File: config.mk
export PLATFORM = sky130hd
export DESIGN_NAME = best_fit_block_allocator_top
export DESIGN_NICKNAME = d
export VERILOG_FILES = /design/src/sv/bfa_pkg.sv /design/src/sv/bfa_cell.sv /design/src/sv/best_fit_block_allocator_top.sv
export SDC_FILE = /design/constraint.sdc
export NUM_CORES = 1
export LEC_CHECK = 0
export BUFFER_PORTS_ARGS = -buffer_cell sky130_fd_sc_hd__buf_2
export CAP_MARGIN = 0
export CORE_ASPECT_RATIO = 0.5
export CORE_UTILIZATION = 60
export DETAILED_ROUTE_END_ITERATION = 12
export PLACE_DENSITY = 0.77
export SETUP_SLACK_MARGIN = 0.2
export SLEW_MARGIN = 20
export SYNTH_ARGS = -nofsm -noshare
export SYNTH_HDL_FRONTEND = slang
export SYNTH_SLANG_ARGS = --single-unit
File: constraint.sdc
create_clock -name i_clk -period 5.7 [get_ports i_clk]
set_clock_uncertainty 0.2 [all_clocks]
set_input_delay 0.285 -clock i_clk [delete_from_list [all_inputs] [get_ports i_clk]]
set_output_delay 0.285 -clock i_clk [all_outputs]
set_load 0.02 [all_outputs]
File: src/sv/bfa_pkg.sv
`timescale 1ns / 1ps
// Shared types and constants of the best-fit block allocator.
// No dependencies; imported by bfa_cell and the top level.
package bfa_pkg;

    localparam int CFG_W   = 5;   // block_count register width
    localparam int IDX_W   = 4;   // block_index / chosen_block field width
    localparam int FIELD_W = 16;  // size_value / fragmentation field width

    localparam logic [CFG_W-1:0] BLOCK_COUNT_RESET = CFG_W'(16);

    localparam logic KIND_LOAD    = 1'b0;
    localparam logic KIND_REQUEST = 1'b1;

    typedef struct packed {
        logic               kind;
        logic [IDX_W-1:0]   block_index;
        logic [FIELD_W-1:0] size_value;
    } t_bfa_in;

    typedef struct packed {
        logic               found;
        logic [IDX_W-1:0]   chosen_block;
        logic [FIELD_W-1:0] fragmentation;
    } t_bfa_out;

endpackage

File: src/sv/bfa_cell.sv
`timescale 1ns / 1ps
// One table cell: holds a block size and its taken mark, and passes the
// best-fit candidate on to the next cell. Depends on bfa_pkg.
module bfa_cell #(
    parameter int SIZE_BITS = 16,
    parameter int IDX_BITS  = 4,
    parameter int CELL_IDX  = 0
) (
    input  logic                       i_clk,
    input  logic                       i_rst_n,
    input  logic [bfa_pkg::CFG_W-1:0]  i_count,
    input  logic [SIZE_BITS-1:0]       i_req,
    input  logic                       i_wr_en,
    input  logic [IDX_BITS-1:0]        i_wr_idx,
    input  logic [SIZE_BITS-1:0]       i_wr_size,
    input  logic                       i_take_en,
    input  logic [IDX_BITS-1:0]        i_take_idx,
    input  logic                       i_have,
    input  logic [IDX_BITS-1:0]        i_idx,
    input  logic [SIZE_BITS-1:0]       i_size,
    output logic                       o_have,
    output logic [IDX_BITS-1:0]        o_idx,
    output logic [SIZE_BITS-1:0]       o_size
);
    import bfa_pkg::*;

    localparam logic [IDX_BITS-1:0] MY_IDX = IDX_BITS'(CELL_IDX);

    logic [SIZE_BITS-1:0] r_size;
    logic                 r_taken;
    logic                 r_have;
    logic [IDX_BITS-1:0]  r_idx;
    logic [SIZE_BITS-1:0] r_best;
    logic                 in_range;
    logic                 fits;
    logic                 better;

    assign in_range = 32'(i_count) > CELL_IDX;
    assign fits     = in_range && !r_taken && (r_size >= i_req);
    // strict compare keeps the lower index on a tie
    assign better   = fits && (!i_have || (r_size < i_size));

    always_ff @(posedge i_clk) begin
        if (!i_rst_n) begin
            r_taken <= 1'b0;
        end else if (i_wr_en && (i_wr_idx == MY_IDX)) begin
            r_taken <= 1'b0;
        end else if (i_take_en && (i_take_idx == MY_IDX)) begin
            r_taken <= 1'b1;
        end
    end

    always_ff @(posedge i_clk) begin
        if (i_wr_en && (i_wr_idx == MY_IDX)) begin
            r_size <= i_wr_size;
        end
    end

    // hand the candidate to the neighbor every cycle
    always_ff @(posedge i_clk) begin
        if (better) begin
            r_have <= 1'b1;
            r_idx  <= MY_IDX;
            r_best <= r_size;
        end else begin
            r_have <= i_have;
            r_idx  <= i_idx;
            r_best <= i_size;
        end
    end

    assign o_have = r_have;
    assign o_idx  = r_idx;
    assign o_size = r_best;

endmodule

File: src/sv/best_fit_block_allocator_top.sv
`timescale 1ns / 1ps
// Best-fit block allocator: a row of MAX_BLOCKS cells, each holding one block.
// Load: writes the cell, gives no result and leaves busy low; the next item may start in the following cycle.
// Request: the candidate travels through the row one cell per cycle, so the
// result strobes once it has left the last cell; busy stays high until then.
// Sync active-low reset clears taken marks, busy and sets block_count to 16;
// block sizes are undefined until loaded. The receiver cannot stall results.
module best_fit_block_allocator_top #(
    parameter int MAX_BLOCKS = 16,
    parameter int SIZE_BITS  = 16
) (
    input  logic                          i_clk,
    input  logic                          i_rst_n,
    // command channel
    input  logic                          start,
    output logic                          busy,
    input  bfa_pkg::t_bfa_in              i_item,
    // result channel
    output logic                          o_valid,
    output bfa_pkg::t_bfa_out             o_result,
    // configuration channel (block_count)
    input  logic                          i_cfg_valid,
    output logic                          o_cfg_ready,
    input  logic [bfa_pkg::CFG_W-1:0]     i_cfg_data
);
    import bfa_pkg::*;

    localparam int IW    = $clog2(MAX_BLOCKS);
    localparam int CNT_W = $clog2(MAX_BLOCKS + 1);

    // control state
    logic                 r_busy;
    logic                 r_valid;
    logic [CNT_W-1:0]     r_cnt;
    logic [CFG_W-1:0]     r_block_count;
    // payload
    logic [SIZE_BITS-1:0] r_req;
    t_bfa_out             r_result;

    logic                 accept;
    logic                 is_req;
    logic                 idx_ok;
    logic                 load_en;
    logic                 done;
    logic                 take_en;
    logic [IW-1:0]        load_idx;
    logic [SIZE_BITS-1:0] in_size;
    t_bfa_out             n_result;

    // candidate chain between cells; entry 0 feeds the first cell
    logic                 chain_have [0:MAX_BLOCKS];
    logic [IW-1:0]        chain_idx  [0:MAX_BLOCKS];
    logic [SIZE_BITS-1:0] chain_size [0:MAX_BLOCKS];

    assign accept   = start && !r_busy;
    assign is_req   = (i_item.kind == KIND_REQUEST);
    assign idx_ok   = 32'(i_item.block_index) < MAX_BLOCKS;
    assign load_idx = IW'(i_item.block_index);
    assign in_size  = SIZE_BITS'(i_item.size_value);
    assign load_en  = accept && !is_req && idx_ok;

    // the candidate has passed every cell when the count reaches the row length
    assign done     = r_busy && (r_cnt == CNT_W'(MAX_BLOCKS));
    assign take_en  = done && chain_have[MAX_BLOCKS];

    assign chain_have[0] = 1'b0;
    assign chain_idx[0]  = '0;
    assign chain_size[0] = '0;

    for (genvar g = 0; g < MAX_BLOCKS; g++) begin : g_cell
        bfa_cell #(
            .SIZE_BITS (SIZE_BITS),
            .IDX_BITS  (IW),
            .CELL_IDX  (g)
        ) u_cell (
            .i_clk      (i_clk),
            .i_rst_n    (i_rst_n),
            .i_count    (r_block_count),
            .i_req      (r_req),
            .i_wr_en    (load_en),
            .i_wr_idx   (load_idx),
            .i_wr_size  (in_size),
            .i_take_en  (take_en),
            .i_take_idx (chain_idx[MAX_BLOCKS]),
            .i_have     (chain_have[g]),
            .i_idx      (chain_idx[g]),
            .i_size     (chain_size[g]),
            .o_have     (chain_have[g+1]),
            .o_idx      (chain_idx[g+1]),
            .o_size     (chain_size[g+1])
        );
    end

    // build the result from the candidate leaving the last cell
    always_comb begin
        n_result = '0;
        if (chain_have[MAX_BLOCKS]) begin
            n_result.found         = 1'b1;
            n_result.chosen_block  = IDX_W'(chain_idx[MAX_BLOCKS]);
            n_result.fragmentation = FIELD_W'(chain_size[MAX_BLOCKS] - r_req);
        end
    end

    always_ff @(posedge i_clk) begin
        if (!i_rst_n) begin
            r_busy        <= 1'b0;
            r_valid       <= 1'b0;
            r_cnt         <= '0;
            r_block_count <= BLOCK_COUNT_RESET;
        end else begin
            r_valid <= 1'b0;
            if (i_cfg_valid && o_cfg_ready) begin
                r_block_count <= i_cfg_data;
            end
            if (accept && is_req) begin
                // hold busy while the candidate walks the row
                r_busy <= 1'b1;
                r_cnt  <= '0;
            end else if (done) begin
                // drop busy and strobe the result
                r_busy  <= 1'b0;
                r_valid <= 1'b1;
            end else if (r_busy) begin
                r_cnt <= r_cnt + CNT_W'(1);
            end
        end
    end

    always_ff @(posedge i_clk) begin
        if (accept && is_req) begin
            r_req <= in_size;
        end
        if (done) begin
            r_result <= n_result;
        end
    end

    assign busy        = r_busy;
    assign o_valid     = r_valid;
    assign o_result    = r_result;
    assign o_cfg_ready = 1'b1;

endmodule
After elaboration in Yosys (flattened, before gate mapping)
Index checks and enable logic that the tools add are counted.
{"block": "word_totals", "output_inout_bits": 24, "elab_cells": 343, "regBits": 642, "in_bits": 30}
{"block": "classes", "n_reduce_logical": 153, "mux": 21, "addsub": 2, "magnitude_cmp": 47, "eq_ne": 31, "bitwise_logic": 2}
{"op": "$ge A16 B16 Y1", "count": 16}
{"op": "$lt A16 B16 Y1", "count": 15}
{"op": "$mux W16", "count": 15}
{"op": "$logic_and A1 B1 Y1", "count": 84}
{"op": "$eq A4 B4 Y1 const B", "count": 16}
{"op": "$gt A5 B4 Y1 const B", "count": 8}
{"op": "$reduce_or A2 Y1", "count": 17}
{"op": "$logic_not A1 Y1", "count": 33}
{"op": "$eq A4 B3 Y1 const B", "count": 8}
{"op": "$mux W21", "count": 1}
{"op": "$gt A5 B3 Y1 const B", "count": 4}
{"op": "$eq A4 B2 Y1 const B", "count": 4}
{"op": "$sub A16 B16 Y16", "count": 1}
{"op": "$logic_or A1 B1 Y1", "count": 15}
{"op": "$gt A5 B1 Y1 const B", "count": 2}
{"op": "$gt A5 B2 Y1 const B", "count": 2}
{"op": "$eq A4 B1 Y1 const B", "count": 2}
{"op": "$logic_not A4 Y1", "count": 2}
{"op": "$add A5 B1 Y5 const B", "count": 1}
{"op": "$eq A5 B5 Y1 const B", "count": 1}
{"op": "$mux W1", "count": 5}
{"op": "$not A1 Y1", "count": 2}
{"op": "$reduce_and A2 Y1", "count": 1}
{"op": "$reduce_bool A2 Y1", "count": 1}

Longest topological paths before layout
{"block": "logic_depth", "ltp_word": 5, "mapped_depth": 12, "depth_no_buf": 10}

Cells and area by module
A second synthesis with hierarchy kept.
{"block": "unflattened", "hier_cells": 3096, "hier_area_um2": 35542.8}
{"mod": "bfa_cell at g_cell[11].u_cell ...", "area_per_inst_um2": 2073.2, "instances": 2, "cells_each": 172, "seq_area_each_um2": 920.9}
{"mod": "best_fit_block_allocator_top", "area_per_inst_um2": 2602.5, "instances": 1, "cells_each": 234, "seq_area_each_um2": 1351.3}
{"mod": "bfa_cell at g_cell[4].u_cell", "area_per_inst_um2": 2087.0, "instances": 1, "cells_each": 175, "seq_area_each_um2": 920.9}
{"mod": "bfa_cell at g_cell[7].u_cell", "area_per_inst_um2": 2073.2, "instances": 1, "cells_each": 177, "seq_area_each_um2": 920.9}
{"mod": "bfa_cell at g_cell[8].u_cell", "area_per_inst_um2": 2067.0, "instances": 1, "cells_each": 180, "seq_area_each_um2": 920.9}
{"mod": "bfa_cell at g_cell[10].u_cell", "area_per_inst_um2": 2063.2, "instances": 1, "cells_each": 179, "seq_area_each_um2": 920.9}
{"mod": "bfa_cell at g_cell[12].u_cell", "area_per_inst_um2": 2062.0, "instances": 1, "cells_each": 183, "seq_area_each_um2": 920.9}
{"mod": "bfa_cell at g_cell[0].u_cell", "area_per_inst_um2": 2059.5, "instances": 1, "cells_each": 177, "seq_area_each_um2": 920.9}
{"mod": "bfa_cell at g_cell[2].u_cell", "area_per_inst_um2": 2059.5, "instances": 1, "cells_each": 182, "seq_area_each_um2": 920.9}
{"mod": "bfa_cell at g_cell[3].u_cell", "area_per_inst_um2": 2058.2, "instances": 1, "cells_each": 178, "seq_area_each_um2": 920.9}
{"mod": "bfa_cell at g_cell[6].u_cell", "area_per_inst_um2": 2058.2, "instances": 1, "cells_each": 182, "seq_area_each_um2": 920.9}
{"mod": "bfa_cell at g_cell[1].u_cell", "area_per_inst_um2": 2057.0, "instances": 1, "cells_each": 182, "seq_area_each_um2": 920.9}
{"mod": "bfa_cell at g_cell[14].u_cell", "area_per_inst_um2": 2055.7, "instances": 1, "cells_each": 183, "seq_area_each_um2": 920.9}
{"mod": "bfa_cell at g_cell[13].u_cell", "area_per_inst_um2": 2053.2, "instances": 1, "cells_each": 183, "seq_area_each_um2": 920.9}
{"mod": "+2 rows"}

Worst setup path before layout
Ideal clock, no wire load.
{"block": "synth_timing", "path_type": "flip-flop to flip-flop", "start": "reg r_busy, in the netlist busy", "end": "reg g_cell[0].u_cell.r_size[0] (enable)", "synth_period_minus_slack_ps": 3197, "slack_ps": 2503, "path_stages_with_launch": 5, "t_arrival_ps": 2585, "setup_ps": 412, "n_path_buf": 1, "required_time_ps": 5088, "path_cell_list": "dfxtp_1 > or3b_2 > or3_1 > clkbuf_1 > nor3_1"}
{"block": "synth_between", "elab_chain_cells": 4}
{"element": "from (decl)", "line": "best_fit_block_allocator_top.sv:32", "source": "logic r_busy;"}
{"element": "from (signal assigned)", "line": "best_fit_block_allocator_top.sv:106", "source": "r_busy <= 1'b0;"}
{"element": "from (signal assigned)", "line": "best_fit_block_allocator_top.sv:117", "source": "r_busy <= 1'b1;"}
{"element": "from (signal assigned)", "line": "best_fit_block_allocator_top.sv:121", "source": "r_busy <= 1'b0;"}
{"element": "$logic_not A1 Y1", "line": "best_fit_block_allocator_top.sv:55", "source": "assign accept = start && !r_busy;"}
{"element": "$logic_and A1 B1 Y1", "line": "best_fit_block_allocator_top.sv:55"}
{"element": "$logic_and A1 B1 Y1", "line": "best_fit_block_allocator_top.sv:60", "source": "assign load_en = accept && !is_req && idx_ok;"}
{"element": "$logic_and A1 B1 Y1", "line": "bfa_cell.sv:54", "source": "if (i_wr_en && (i_wr_idx == MY_IDX)) begin"}
{"element": "to (signal assigned)", "line": "bfa_cell.sv:55", "source": "r_size <= i_wr_size;"}
{"element": "to (decl)", "line": "bfa_cell.sv:29", "source": "logic [SIZE_BITS-1:0] r_size;"}
Every way passes these cells.
A chain may end at the register's enable or synchronous reset.

Final worst setup path
{"block": "layout_timing", "start": "reg r_req[14]", "end": "reg g_cell[3].u_cell.r_best[11]"}
{"block": "layout_between", "elab_chain_cells": 4}
{"element": "from (decl)", "line": "best_fit_block_allocator_top.sv:37", "source": "logic [SIZE_BITS-1:0] r_req;"}
{"element": "from (signal assigned)", "line": "best_fit_block_allocator_top.sv:131", "source": "r_req <= in_size;"}
{"element": "$ge A16 B16 Y1", "line": "bfa_cell.sv:39", "source": "assign fits = in_range && !r_taken && (r_size >= i_req);"}
{"element": "$logic_and A1 B1 Y1", "line": "bfa_cell.sv:39"}
{"element": "$logic_and A1 B1 Y1", "line": "bfa_cell.sv:41", "source": "assign better = fits && (!i_have || (r_size < i_size));"}
{"element": "$mux W16", "line": "bfa_cell.sv:61", "source": "if (better) begin"}
{"element": "to (signal assigned)", "line": "bfa_cell.sv:64", "source": "r_best <= r_size;"}
{"element": "to (signal assigned)", "line": "bfa_cell.sv:68", "source": "r_best <= i_size;"}
{"element": "to (decl)", "line": "bfa_cell.sv:33", "source": "logic [SIZE_BITS-1:0] r_best;"}
Every way passes these cells.

==> results.yml <==
placement:
  gp_congestion: 0.916
  place_ws_ns: 1.97
  portBuffers: 52
  hpwlAfterDp_um: 59300
global_route:
  grt_pass1_wl_um: 126000
  grt.total_usage_pct: 31.0
  grt_pass1_vias: 21700
  grt_max_degree: 25
  antenna_found_initial: 8
  gr-total-overflow: 0
synth:
  synth_compound_area_share_pct: 10.2
  synth.distinct_cells: 72
  synth_fa_ha_area_share_pct: 19.5
  ys.flop_type: "dfxtp_1"
  synth_xor_area_share_pct: 0.383
  synth_top_family_by_area: "adder cells"
  syn-num-nets: 3300
  yosysTopAreaCell: "edfxtp_1"
  ys_warn_count: 0
  ys_seq_area_share_pct: 49.3
  ys_seq_elements: 642
  synthCells: 2771
  synth.area.mux_share_pct: 6.76
  synth_top_area_share_pct: 27.5
  synthSimpleGateAreaFrac_pct: 9.47
  postSynthAreaPerCell_um2: 11.6
  synth_area_leaders: "edfxtp_1 27%, dfxtp_1 22%, ha_1 19%, mux2_2 5.5%, inv_1 3.3%"
  syn-cell-area_um2: 32000
  synth_edf_count: 293
  async_flop_share_pct: 0
sta:
  fmax_ghz: 0.267
  period_minus_slack_ns: 3.75
  setup_tns_ns: 0
  hold_viol: 0
  tightest_slew_ns: 0.976
  grt_setup_unrepaired: "false"
  maxSlewHeadroom_pct: 35.0
  min_period_over_period_pct: 65.7
  slew_violations: 0
  layout_setup_ws_ns: 1.95
  setup_viol: 0
route:
  vias: 22200
  dr.pass1.iters: 11
  drt-total-wl_um: 83900
  viasPerCell: 6.08
  drt_iter0_markers: 2194
  ant_nets: 0
  drc: 3
  wl_per_cell_um: 23.0
setup_path:
  slowest_delay_ns: 0.68
  cp_max_fo: 18
  cpMaxStageDelayCell: "o21a_1"
  rrSetupSlack_ns: 1.95
  crit_type: "reg -> reg"
  cp_cell_sequence: "inv_1, buf_4, ha_1, nand2_1, o21ai_1, a41oi_1, or3_1, a31oi_1, o21a_1, mux2_2"
  startpoint_type: "flop"
  cp-end-kind: "flop"
  worstPathRequired_ns: 6.00
  critPathArrivalTime_ns: 4.05
pwr:
  p_seq_share_pct: 47.4
  p_sw_share_pct: 28.9
  p_clk_share_pct: 31.0
  p_int_w: 0.00882
  leakage_nw: 15.0
  peakVddDrop_uv: 258
  power.density_nw_per_um2: 351
  switchingPower_w: 0.00359
  p_comb_share_pct: 21.6
clocking:
  cts-root-buf: "clkbuf_16"
  cts_tree: "built"
  path_clk_slew_ns: 0.07
  post_cts_resized: 0
  cts_sinks: 642
  clk_latency_ns: 0.61
  cts_buffer_depth: 3
  cts_buffers: 56
  htreeDepth: 2
finish:
  fillers: 3699
  final_nets: 3433
  drive_gt1_share_pct: 15.1
  area_delta_synth_final_pct: 10.4
floorplanning:
  start_util_pct: 61.2
  fp-row-count: 59
  die_area_um2: 54300
  chipWidth_um: 329
  coreArea_um2: 52300
  io_pins: 54
  fp.dieH_um: 165
hold_path:
  hp-class: "in -> reg"
run_status:
  violations: "DRC"
  status: "complete, but fails checks"
flow_run:
  maxCapViolations: 0
-- power groups by stage --
stage / logic (W) / clock network [W] / registers [W]
2_1_floorplan: 0.00198 / 0 / 0.00577
3_3_place_gp: 0.00250 / 0 / 0.00596
3_5_place_dp: 0.00260 / 0 / 0.00597
4_1_cts: 0.00266 / 0.00386 / 0.00587
5_1_grt: 0.00300 / 0.00405 / 0.00592
6_report: 0.00268 / 0.00384 / 0.00588
-- cell usage after synthesis (all sizes together), types with 30 or more instances --
| master | number |
|---|---|
| a21o | 36 |
| a21oi | 189 |
| and2 | 36 |
| buf | 31 |
| dfxtp | 349 |
| edfxtp | 293 |
| ha | 498 |
| inv | 281 |
| mux2 | 180 |
| nand2 | 109 |
| nand2b | 34 |
| nand3 | 97 |
| nand4 | 61 |
| nor2 | 96 |
| nor2b | 30 |
| nor3 | 33 |
| o21ai | 144 |
| or2 | 41 |
-- critical path: cells and delay by family, from the launching register on --
kind	cells	cell delay (ns)
buffers and inverters	2	0.77
adders and majority gates	1	0.20
and+or+nand+nor	2	0.44
muxes	1	0.43
AOI/OAI and AO/OA	4	1.22
DFF	1	0.36
-- cell families after synthesis --
family,Yosys count
adders and majority gates,499
xor gates and xnor gates,14
muxes,185
and+or+nand+nor,583
AOI/OAI and AO/OA,515
buffers and inverters,332
other,1
DFF,642
-- registers in the layout, indices dropped and copies added (netlist names), 5 cells and up --
| register | flops |
|---|---|
| g_cell.u_cell.r_taken | 16 |
| g_cell.u_cell.o_size | 256 |
| o_result | 21 |
| g_cell.u_cell.r_size | 256 |
| r_block_count | 5 |
| r_cnt | 5 |
| g_cell.u_cell.o_idx | 49 |
| g_cell.u_cell.o_have | 16 |
| r_req | 16 |
-- cell type report --
class                   instances  area (um2)  area share, %
inverters                     281        1050           2.99
clock inverters                28         208          0.588
well taps                     701         877           2.48
repair buffers                126         878           2.49
clock buffers                  77        1640           4.63
diodes                          2        5.00         0.0142
flip-flops and latches        642       15800           44.7
multi-input cells            1797       14900           42.1
-- per-layer routing --
metal / GRT usage, % / up-vias / share of wire [%]
li1: - / 10400 / -
met1: 43.6 / 10700 / 44
met2: 48.8 / 925 / 43
met3: 5.58 / 176 / 8.7
met4: 10.1 / 2 / 3.4
met5: 0 / - / 0.015
-- metrics by stage --
stage	instances	hold WS [ns]	power (W)	instance area (um2)	util, %
CTS	3652	0.0156	0.0124	35300	67.5
global route	3654	0.0367	0.0130	35300	67.5
detailed placement	3522	0.199	0.00857	33200	63.5
global placement	3522	0.198	0.00845	33200	63.5
floorplan	2771	0.184	0.00775	32000	-
finish	3654	0.0563	0.0124	35300	67.5
-- cells in the final DEF, fill, tap and decap left out, types with 52 or more instances in the layout --
cell type,synthesis,layout
ha_1,498,498
dfxtp_1,349,349
edfxtp_1,293,293
inv_1,281,281
a21oi_1,188,188
mux2_2,157,157
o21ai_0,138,138
nand2_1,109,109
nand3_1,97,97
nor2_1,96,95
nand4_1,61,61
clkbuf_16,0,60
buf_2,16,52
-- final timing paths --
check / start / end / cells after the start
worst max register to register: r_req[14] / g_cell[3].u_cell.o_size[11] / 10
worst min register to register: g_cell[13].u_cell.o_idx[3] / g_cell[14].u_cell.o_idx[3] / 1
worst max-delay path: r_req[14] / g_cell[3].u_cell.o_size[11] / 10
worst min-delay path: i_item[3] / g_cell[3].u_cell.r_size[3] / 1
-- repair_timing --
action                    CTS  global route
setup buffers               0             0
hold endpoints to repair   75             0
hold buffers               25             0
Power figures use the tool's default switching activity.
